## src/qse_pkg.sv

```systemverilog
// ----------------------------------------------------------------------------
// qse_pkg
// Shared types and constants of the quicksort engine.
// ----------------------------------------------------------------------------
`timescale 1ns / 1ps
package qse_pkg;
	localparam int MaxItems = 64;
	localparam int IdxW = $clog2(MaxItems);
	localparam int CntW = IdxW + 1;
	localparam int QDepth = 4;
	localparam int QIdxW = $clog2(QDepth);

	typedef struct packed {
		logic signed [31:0] value;
		logic last_item;
	} in_item_t;

	typedef struct packed {
		logic signed [31:0] sorted_value;
		logic end_of_batch;
		logic overflow;
	} out_item_t;

	// Command from front to back.
	typedef struct packed {
		logic [31:0] value;
		logic store;
		logic last;
		logic drop;
	} cmd_t;
endpackage

```

## src/qse_ram.sv

```systemverilog
// ----------------------------------------------------------------------------
// qse_ram
// Generic single-port-write, single-port-read RAM with registered read.
// ----------------------------------------------------------------------------
`timescale 1ns / 1ps
module qse_ram #(
	parameter int Width = 32,
	parameter int Depth = 64
) (
	input  logic                     clk,
	input  logic                     we,
	input  logic [$clog2(Depth)-1:0] waddr,
	input  logic [Width-1:0]         wdata,
	input  logic [$clog2(Depth)-1:0] raddr,
	output logic [Width-1:0]         rdata
);
	logic [Width-1:0] mem [Depth];

	always_ff @(posedge clk) begin
		if (we) begin
			mem[waddr] <= wdata;
		end
		rdata <= mem[raddr];
	end
endmodule

```

## src/qse_front.sv

```systemverilog
// ----------------------------------------------------------------------------
// qse_front
// Accepts items, flags drops and queues commands for the back end.
// ----------------------------------------------------------------------------
`timescale 1ns / 1ps
module qse_front (
	input  logic              clk,
	input  logic              arst_n,
	input  logic              in_valid,
	output logic              in_ready,
	input  qse_pkg::in_item_t in_data,
	output logic              cmd_valid,
	input  logic              cmd_ready,
	output qse_pkg::cmd_t     cmd
);
	import qse_pkg::*;

	logic [CntW-1:0]  cnt_q;
	cmd_t             q_mem [QDepth];
	logic [QIdxW-1:0] wp_q, rp_q;
	logic [QIdxW:0]   fill_q;
	logic             push, pop, full_store;
	cmd_t             nc;

	assign full_store = cnt_q == CntW'(MaxItems);
	assign in_ready = fill_q != (QIdxW+1)'(QDepth);
	assign push = in_valid && in_ready;
	assign cmd_valid = fill_q != '0;
	assign pop = cmd_valid && cmd_ready;
	assign cmd = q_mem[rp_q];

	always_comb begin
		nc.value = in_data.value ^ 32'h8000_0000;
		nc.store = !full_store;
		nc.drop = full_store;
		nc.last = in_data.last_item;
	end

	always_ff @(posedge clk or negedge arst_n) begin
		if (!arst_n) begin
			cnt_q <= '0;
			wp_q <= '0;
			rp_q <= '0;
			fill_q <= '0;
		end else begin
			if (push) begin
				q_mem[wp_q] <= nc;
				wp_q <= wp_q + 1'b1;
				if (in_data.last_item) begin
					cnt_q <= '0;
				end else if (!full_store) begin
					cnt_q <= cnt_q + 1'b1;
				end
			end
			if (pop) begin
				rp_q <= rp_q + 1'b1;
			end
			fill_q <= fill_q + (QIdxW+1)'(push) - (QIdxW+1)'(pop);
		end
	end
endmodule

```

## src/qse_back.sv

```systemverilog
// ----------------------------------------------------------------------------
// qse_back
// Stores elements, runs the stack-driven hole partition and emits results.
// ----------------------------------------------------------------------------
`timescale 1ns / 1ps
module qse_back (
	input  logic               clk,
	input  logic               arst_n,
	input  logic               cmd_valid,
	output logic               cmd_ready,
	input  qse_pkg::cmd_t      cmd,
	output logic               out_valid,
	input  logic               out_ready,
	output qse_pkg::out_item_t out_data
);
	import qse_pkg::*;

	typedef enum logic [3:0] {
		ST_IDLE, ST_SRD, ST_POP, ST_PIV, ST_RRD, ST_RCHK, ST_LRD, ST_LCHK, ST_FIN,
		ST_ORD, ST_OWAIT, ST_OUT
	} state_t;

	state_t            state_q;
	logic [CntW-1:0]   cnt_q, sp_q, oi_q;
	logic              drop_q;
	logic [IdxW-1:0]   lo_q, hi_q, left_q, right_q;
	logic [31:0]       pv_q;
	logic              we, swe;
	logic [IdxW-1:0]   waddr, raddr;
	logic [31:0]       wdata, rdata;
	logic [2*IdxW-1:0] swdata, srdata;
	logic [IdxW-1:0]   swaddr;
	logic              push2_q;
	logic [2*IdxW-1:0] pend_q;

	qse_ram #(.Width(32), .Depth(MaxItems)) u_store (
		.clk(clk), .we(we), .waddr(waddr), .wdata(wdata), .raddr(raddr), .rdata(rdata)
	);
	qse_ram #(.Width(2*IdxW), .Depth(MaxItems)) u_stack (
		.clk(clk), .we(swe), .waddr(swaddr), .wdata(swdata),
		.raddr(IdxW'(sp_q - 1'b1)), .rdata(srdata)
	);

	assign cmd_ready = state_q == ST_IDLE;

	always_comb begin
		we = 1'b0;
		waddr = left_q;
		wdata = rdata;
		raddr = right_q;
		swe = 1'b0;
		swaddr = sp_q[IdxW-1:0];
		swdata = pend_q;
		case (state_q)
			ST_IDLE: begin
				we = cmd_valid && cmd.store;
				waddr = cnt_q[IdxW-1:0];
				wdata = cmd.value;
				swe = 1'b1;
				swaddr = '0;
				swdata = {IdxW'(0), IdxW'(cnt_q - (cmd.store ? 1'b0 : 1'b1))};
			end
			ST_POP: raddr = srdata[2*IdxW-1:IdxW];
			ST_RRD: raddr = right_q;
			ST_RCHK: begin
				we = left_q < right_q && rdata < pv_q;
				waddr = left_q;
			end
			ST_LRD: raddr = left_q;
			ST_LCHK: begin
				we = left_q < right_q && rdata > pv_q;
				waddr = right_q;
			end
			ST_FIN: begin
				we = 1'b1;
				waddr = left_q;
				wdata = pv_q;
				swe = push2_q;
			end
			ST_ORD: raddr = oi_q[IdxW-1:0];
			default: ;
		endcase
	end

	always_ff @(posedge clk or negedge arst_n) begin
		if (!arst_n) begin
			state_q <= ST_IDLE;
			cnt_q <= '0;
			sp_q <= '0;
			oi_q <= '0;
			drop_q <= 1'b0;
			out_valid <= 1'b0;
			push2_q <= 1'b0;
		end else begin
			case (state_q)
				ST_IDLE: if (cmd_valid) begin
					if (cmd.store) cnt_q <= cnt_q + 1'b1;
					if (cmd.drop) drop_q <= 1'b1;
					if (cmd.last) begin
						oi_q <= '0;
						if ((cmd.store ? cnt_q + 1'b1 : cnt_q) >= CntW'(2)) begin
							sp_q <= CntW'(1);
							state_q <= ST_SRD;
						end else begin
							state_q <= ST_ORD;
						end
					end
				end
				ST_SRD: state_q <= ST_POP;
				ST_POP: begin
					lo_q <= srdata[2*IdxW-1:IdxW];
					left_q <= srdata[2*IdxW-1:IdxW];
					hi_q <= srdata[IdxW-1:0];
					right_q <= srdata[IdxW-1:0];
					sp_q <= sp_q - 1'b1;
					state_q <= ST_PIV;
				end
				ST_PIV: begin
					pv_q <= rdata;
					state_q <= ST_RRD;
				end
				ST_RRD: state_q <= ST_RCHK;
				ST_RCHK: begin
					if (!(left_q < right_q)) begin
						state_q <= ST_FIN;
					end else if (rdata >= pv_q) begin
						right_q <= right_q - 1'b1;
						state_q <= (right_q - 1'b1 > left_q) ? ST_RRD : ST_FIN;
					end else begin
						left_q <= left_q + 1'b1;
						state_q <= (left_q + 1'b1 < right_q) ? ST_LRD : ST_FIN;
					end
				end
				ST_LRD: state_q <= ST_LCHK;
				ST_LCHK: begin
					if (!(left_q < right_q)) begin
						state_q <= ST_FIN;
					end else if (rdata <= pv_q) begin
						left_q <= left_q + 1'b1;
						state_q <= (left_q + 1'b1 < right_q) ? ST_LRD : ST_FIN;
					end else begin
						right_q <= right_q - 1'b1;
						state_q <= (right_q - 1'b1 > left_q) ? ST_RRD : ST_FIN;
					end
				end
				ST_FIN: begin
					// Stage each pending partition, then push it.
					if (!push2_q) begin
						if ((CntW'(left_q)) > CntW'(lo_q) + 1'b1) begin
							push2_q <= 1'b1;
							pend_q <= {lo_q, left_q - 1'b1};
						end else if (CntW'(left_q) + 1'b1 < CntW'(hi_q)) begin
							push2_q <= 1'b1;
							pend_q <= {left_q + 1'b1, hi_q};
						end else begin
							state_q <= sp_q != '0 ? ST_SRD : ST_ORD;
						end
					end else begin
						sp_q <= sp_q + 1'b1;
						if (pend_q[2*IdxW-1:IdxW] == lo_q &&
						    CntW'(left_q) + 1'b1 < CntW'(hi_q)) begin
							pend_q <= {left_q + 1'b1, hi_q};
						end else begin
							push2_q <= 1'b0;
							state_q <= ST_SRD;
						end
					end
				end
				ST_ORD: state_q <= ST_OWAIT;
				ST_OWAIT: begin
					if (oi_q >= cnt_q) begin
						cnt_q <= '0;
						drop_q <= 1'b0;
						state_q <= ST_IDLE;
					end else begin
						out_data.sorted_value <= rdata ^ 32'h8000_0000;
						out_data.end_of_batch <= oi_q + 1'b1 == cnt_q;
						out_data.overflow <= drop_q;
						out_valid <= 1'b1;
						state_q <= ST_OUT;
					end
				end
				ST_OUT: if (out_ready) begin
					out_valid <= 1'b0;
					oi_q <= oi_q + 1'b1;
					state_q <= ST_ORD;
				end
				default: state_q <= ST_IDLE;
			endcase
		end
	end
endmodule

```

## src/quicksort_engine_core.sv

```systemverilog
// Quicksort engine. Items load one per cycle into a 64-entry store through a
// four-entry queue while the back end idles; the item marked last starts an
// in-place quicksort with first-element pivots and a pending-partition stack,
// after which the values leave in ascending order through the single store
// read port. The sort is bound by that read port as well.
// ----------------------------------------------------------------------------
// quicksort_engine_core
// Top level: front end, command queue and sorting back end.
// ----------------------------------------------------------------------------
`timescale 1ns / 1ps
module quicksort_engine_core (
	input  logic               clk,
	input  logic               arst_n,
	input  logic               in_valid,
	output logic               in_ready,
	input  qse_pkg::in_item_t  in_data,
	output logic               out_valid,
	input  logic               out_ready,
	output qse_pkg::out_item_t out_data
);
	import qse_pkg::*;

	logic cmd_valid, cmd_ready;
	cmd_t cmd;

	qse_front u_front (
		.clk(clk), .arst_n(arst_n), .in_valid(in_valid), .in_ready(in_ready),
		.in_data(in_data), .cmd_valid(cmd_valid), .cmd_ready(cmd_ready), .cmd(cmd)
	);
	qse_back u_back (
		.clk(clk), .arst_n(arst_n), .cmd_valid(cmd_valid), .cmd_ready(cmd_ready),
		.cmd(cmd), .out_valid(out_valid), .out_ready(out_ready), .out_data(out_data)
	);
endmodule

```

## config.mk

```make
export PLATFORM = sky130hd
export DESIGN_NAME = quicksort_engine_core
export DESIGN_NICKNAME = d
export VERILOG_FILES = /design/src/qse_pkg.sv /design/src/qse_ram.sv /design/src/qse_front.sv /design/src/qse_back.sv /design/src/quicksort_engine_core.sv
export SDC_FILE = /design/constraint.sdc
export NUM_CORES = 2
export LEC_CHECK = 0
export BUFFER_PORTS_ARGS = -buffer_cell sky130_fd_sc_hd__buf_4
export CAP_MARGIN = 20
export CORE_MARGIN = 3
export CORE_UTILIZATION = 30
export CTS_BUF_LIST = sky130_fd_sc_hd__clkbuf_4 sky130_fd_sc_hd__clkbuf_8
export CTS_CLUSTER_SIZE = 28
export DETAILED_ROUTE_END_ITERATION = 6
export GPL_TIMING_DRIVEN = 0
export PLACE_DENSITY = 0.43
export SLEW_MARGIN = 20
export SYNTH_ARGS = -nofsm -noshare
export SYNTH_HDL_FRONTEND = slang
export SYNTH_SLANG_ARGS = --single-unit
```

## constraint.sdc

```tcl
create_clock -name clk -period 8.5 [get_ports clk]
set_input_delay 0.85 -clock clk [delete_from_list [all_inputs] [get_ports clk]]
set_output_delay 0.85 -clock clk [all_outputs]
set_load 0.1 [all_outputs]
```

==> Implementation_results.wiki <==
{| class="wikitable"
! Metric !! Value
|-
| First-pass GRT wire length || 639,100 um
|-
| Gpl congestion || 0.8685
|-
| Number of buffers added by the clock tree synthesis step || 542
|-
| Depth of the worst register-to-register path || 11
|-
| Core utilization of the finished layout || 0.3657
|-
| Hold buffer count at cts || 34
|-
| HPWL after DPL || 343,900 um
|-
| Worst supply voltage drop on vdd || 0.2383 mV
|-
| Number of fill cells in the layout || 38,190
|-
| Final sum of negative setup slack || 0 ns
|-
| Die Y || 647.0 um
|-
| Lkg Pwr || 0.04887 uW
|-
| Starting Density || 0.3022
|-
| Post-layout min period || 6.644 ns
|-
| Via count || 74,150
|-
| Result of the run || completed
|-
| Area taken by multi-input logic gates || 28,460 um^2
|-
| Number of antenna violations at the first check in global routing || 26
|-
| Met1 Routed Length || 195,900 um
|-
| Std cell rows || 234
|-
| Cell with the most instances on the worst path || sky130_fd_sc_hd__clkbuf_1
|-
| Part of the cycle the worst path needs || 0.7816
|-
| Clock network latency to the later pin of the worst-skew pair || 1.20 ns
|-
| Category of the worst setup path launch point || register
|-
| Post-synth cell types || 82
|-
| DR DRC count || 0
|-
| Routed wire per std cell || 34.69 um
|-
| CTS tree || done
|-
| Power density over the cells || 415.6 nW/um^2
|-
| Number of detailed-routing iterations run before antenna repair || 6
|-
| Setup Fix Bufs, Post-CTS || 0
|-
| Buffer levels on the longest clock path || 4
|-
| Placeable core area || 407,800 um^2
|-
| Root cell of the clock tree || sky130_fd_sc_hd__clkbuf_8
|-
| Critical-path maximum fanout || 10
|-
| Number of flops mapped to enable cells by yosys || 3,058
|-
| Via count of the first global-routing pass || 73,090
|-
| Die W || 647.0 um
|-
| Final Hold Viols || 0
|-
| Cell count after synthesis || 7,018
|-
| Global Route Usage Sum || 0.2237
|-
| Max-cap violations || 0
|-
| Peak clock frequency supported by timing || 0.1505 GHz
|-
| Length of routed met3 wiring || 34,500 um
|-
| Uppermost layer routed || met5
|-
| Number of buffers inserted by port buffering || 72
|-
| Sequential cell area fraction in the yosys report || 0.7606
|-
| Cell depth of the worst hold path || 4
|-
| Wire length on met2 || 222,900 um
|-
| Leading cell type in the layout, fill and taps excluded || sky130_fd_sc_hd__edfxtp_1
|-
| Synth async-reset ratio || 0.01336
|-
| Slowest cell on the critical path || sky130_fd_sc_hd__clkbuf_1
|-
| Max-slew violation count || 0
|-
| Netlist area before placement || 123,300 um^2
|-
| Overflow left after global routing || 0
|-
| Slowest cell delay on critical path || 0.76 ns
|-
| Largest net degree at the start of global routing || 65
|-
| Data required time at the worst endpoint || 9.49 ns
|-
| Area delta synth->final || 21.01%
|-
| Post-layout nets || 8,079
|-
| Final wirelength || 478,600 um
|-
| Initial detailed-routing violation count || 9,661
|-
| CTS H-tree depth || 6
|-
| Syn Nets || 7,142
|-
| Post-route worst hold slack || 0.2014 ns
|-
| Class of the most critical setup path || register to register
|-
| Worst slack after detailed placement || 1.728 ns
|-
| Unrepaired setup endpoints after global routing || no
|-
| Post-detailed-route via-to-cell ratio || 5.374
|-
| Flip-flop and latch area || 93,760 um^2
|-
| Top-level I/O count || 73
|-
| Min-Delay Path Class || input pin to register
|-
| Critical-path cell list || clkbuf_1 > clkbuf_1 > clkbuf_1 > inv_1 > ha_1 > clkbuf_1 > clkbuf_1 > clkbuf_1 > mux4_2 > mux4_2 > mux4_2
|-
| Register clock-pin slew on the reported worst setup and hold paths || 0.06 ns
|-
| Ys Warns || 0
|-
| Post-Synthesis Mean Instance Area || 17.56 um^2
|-
| Final setup skew || 0.1332 ns
|-
| Worst relative slew slack || 0.1058
|-
| CP Data Arrival Time || 7.64 ns
|-
| Worst-case setup margin in the final layout || 1.856 ns
|-
| Routed Antenna Nets || 0
|-
| Transition at the pin with the smallest max-transition slack || 1.341 ns
|-
| Most used cells in the layout excluding fill and tap cells || sky130_fd_sc_hd__edfxtp_1 (3,058), sky130_fd_sc_hd__nand2_1 (1,085), sky130_fd_sc_hd__clkbuf_8 (558)
|-
| Total of cells resized after clock tree synthesis || 0
|-
| Layout cell share with drive strength beyond 1 || 0.2527
|-
| Final setup fails || 0
|-
| Setup crit end kind || register
|-
| Clock Sinks || 3,144
|-
| Leading register cell type out of synthesis || sky130_fd_sc_hd__edfxtp_1
|-
| #FFs+latches synth || 3,144
|-
| Overall die area || 418,600 um^2
|}
## worst max-delay path, delay by kind of cell, from the launching register on
family | cells | cell delay, ns
flip-flops | 1 | 0.35
adder cells (fa/ha/maj) | 1 | 0.37
buffers and inverters | 7 | 4.23
multiplexers | 3 | 1.55
## synth_stat cells (36+ instances only)
| cell | n | area share |
|---|---|---|
| sky130_fd_sc_hd__a21oi_1 | 101 | 0.0041 |
| sky130_fd_sc_hd__a22oi_1 | 148 | 0.0090 |
| sky130_fd_sc_hd__a31oi_1 | 169 | 0.0086 |
| sky130_fd_sc_hd__and3_1 | 105 | 0.0053 |
| sky130_fd_sc_hd__buf_1 | 50 | 0.0015 |
| sky130_fd_sc_hd__buf_2 | 112 | 0.0045 |
| sky130_fd_sc_hd__buf_4 | 36 | 0.0022 |
| sky130_fd_sc_hd__clkbuf_1 | 174 | 0.0053 |
| sky130_fd_sc_hd__dfrtp_1 | 42 | 0.0085 |
| sky130_fd_sc_hd__dfxtp_1 | 44 | 0.0071 |
| sky130_fd_sc_hd__edfxtp_1 | 3058 | 0.74 |
| sky130_fd_sc_hd__ha_1 | 86 | 0.0087 |
| sky130_fd_sc_hd__inv_1 | 79 | 0.0024 |
| sky130_fd_sc_hd__mux2i_1 | 93 | 0.0076 |
| sky130_fd_sc_hd__mux4_2 | 510 | 0.093 |
| sky130_fd_sc_hd__nand2_1 | 1086 | 0.033 |
| sky130_fd_sc_hd__nand3_1 | 331 | 0.013 |
| sky130_fd_sc_hd__nand4_1 | 61 | 0.0031 |
| sky130_fd_sc_hd__nor2_1 | 209 | 0.0064 |
| sky130_fd_sc_hd__o21ai_0 | 119 | 0.0048 |
| sky130_fd_sc_hd__o22ai_1 | 70 | 0.0036 |
## sequential cells by signal, summed over array words and instances (netlist names), 4 cells and up
signal / flops
u_back.cnt_q: 7
u_back.hi_q: 6
u_back.left_q: 6
u_back.lo_q: 6
u_back.oi_q: 7
u_back.out_data: 34
u_back.pend_q: 12
u_back.pv_q: 32
u_back.right_q: 6
u_back.sp_q: 7
u_back.state_q: 4
u_back.u_stack.mem: 768
u_back.u_stack.rdata: 12
u_back.u_store.mem: 2048
u_back.u_store.rdata: 32
u_front.cnt_q: 7
u_front.q_mem: 140
## metal layers
| layer | GRT usage | vias to the layer above |
|---|---|---|
| li1 | - | 29850 |
| met1 | 0.2988 | 39640 |
| met2 | 0.3576 | 3762 |
| met3 | 0.03539 | 886 |
| met4 | 0.1056 | 12 |
| met5 | 0 | - |
## where the power goes
part	switching [uW]	internal [uW]
Combinational	19100	8040
Sequential	546	20900
Clock	6410	7070
## metrics by stage
stage / cells / power (uW) / area, um^2
finish: 13800 / 61990 / 149200
global route: 13790 / 63640 / 149200
CTS: 13790 / 62050 / 149100
detailed placement: 12800 / 48570 / 138400
global placement: 12520 / 46870 / 130600
floorplan: 7018 / 33760 / 123300
## cell type report
| type | instances | area share |
|---|---|---|
| Timing Repair Buffer | 393 | 0.05068 |
| Buffer | 394 | 0.01314 |
| Clock inverter | 204 | 0.008204 |
| Clock buffer | 746 | 0.06095 |
| Tap cell | 5428 | 0.04553 |
| Antenna cell | 9 | 0.0001510 |
| Multi-Input combinational cell | 3400 | 0.1908 |
| Sequential cell | 3144 | 0.6286 |
| Inverter | 80 | 0.002013 |
## cells by family after synthesis
family,count (synthesis),synth area share
multiplexers,616,0.1019
XOR/XNOR,46,0.003268
buffers and inverters,474,0.01804
AND/OR/NAND/NOR,1909,0.06769
flip-flops,3144,0.7606
adder cells (fa/ha/maj),87,0.008892
AO/OA/AOI/OAI,742,0.03957
## worst paths after layout
kind                                           from                       to  slack [ns]
max                                  u_back.sp_q[0]  u_back.u_stack.rdata[6]        1.86
min                                       out_ready        u_back.state_q[0]        0.20
max reg2reg                          u_back.sp_q[0]  u_back.u_stack.rdata[6]        1.86
min reg2reg                u_back.u_store.rdata[18]      u_back.out_data[20]        0.49
max in group asynchronous                    arst_n           u_back.sp_q[6]        7.60
min in group asynchronous                    arst_n          u_front.wp_q[0]        0.37
(Power assumes the default switching activity.)
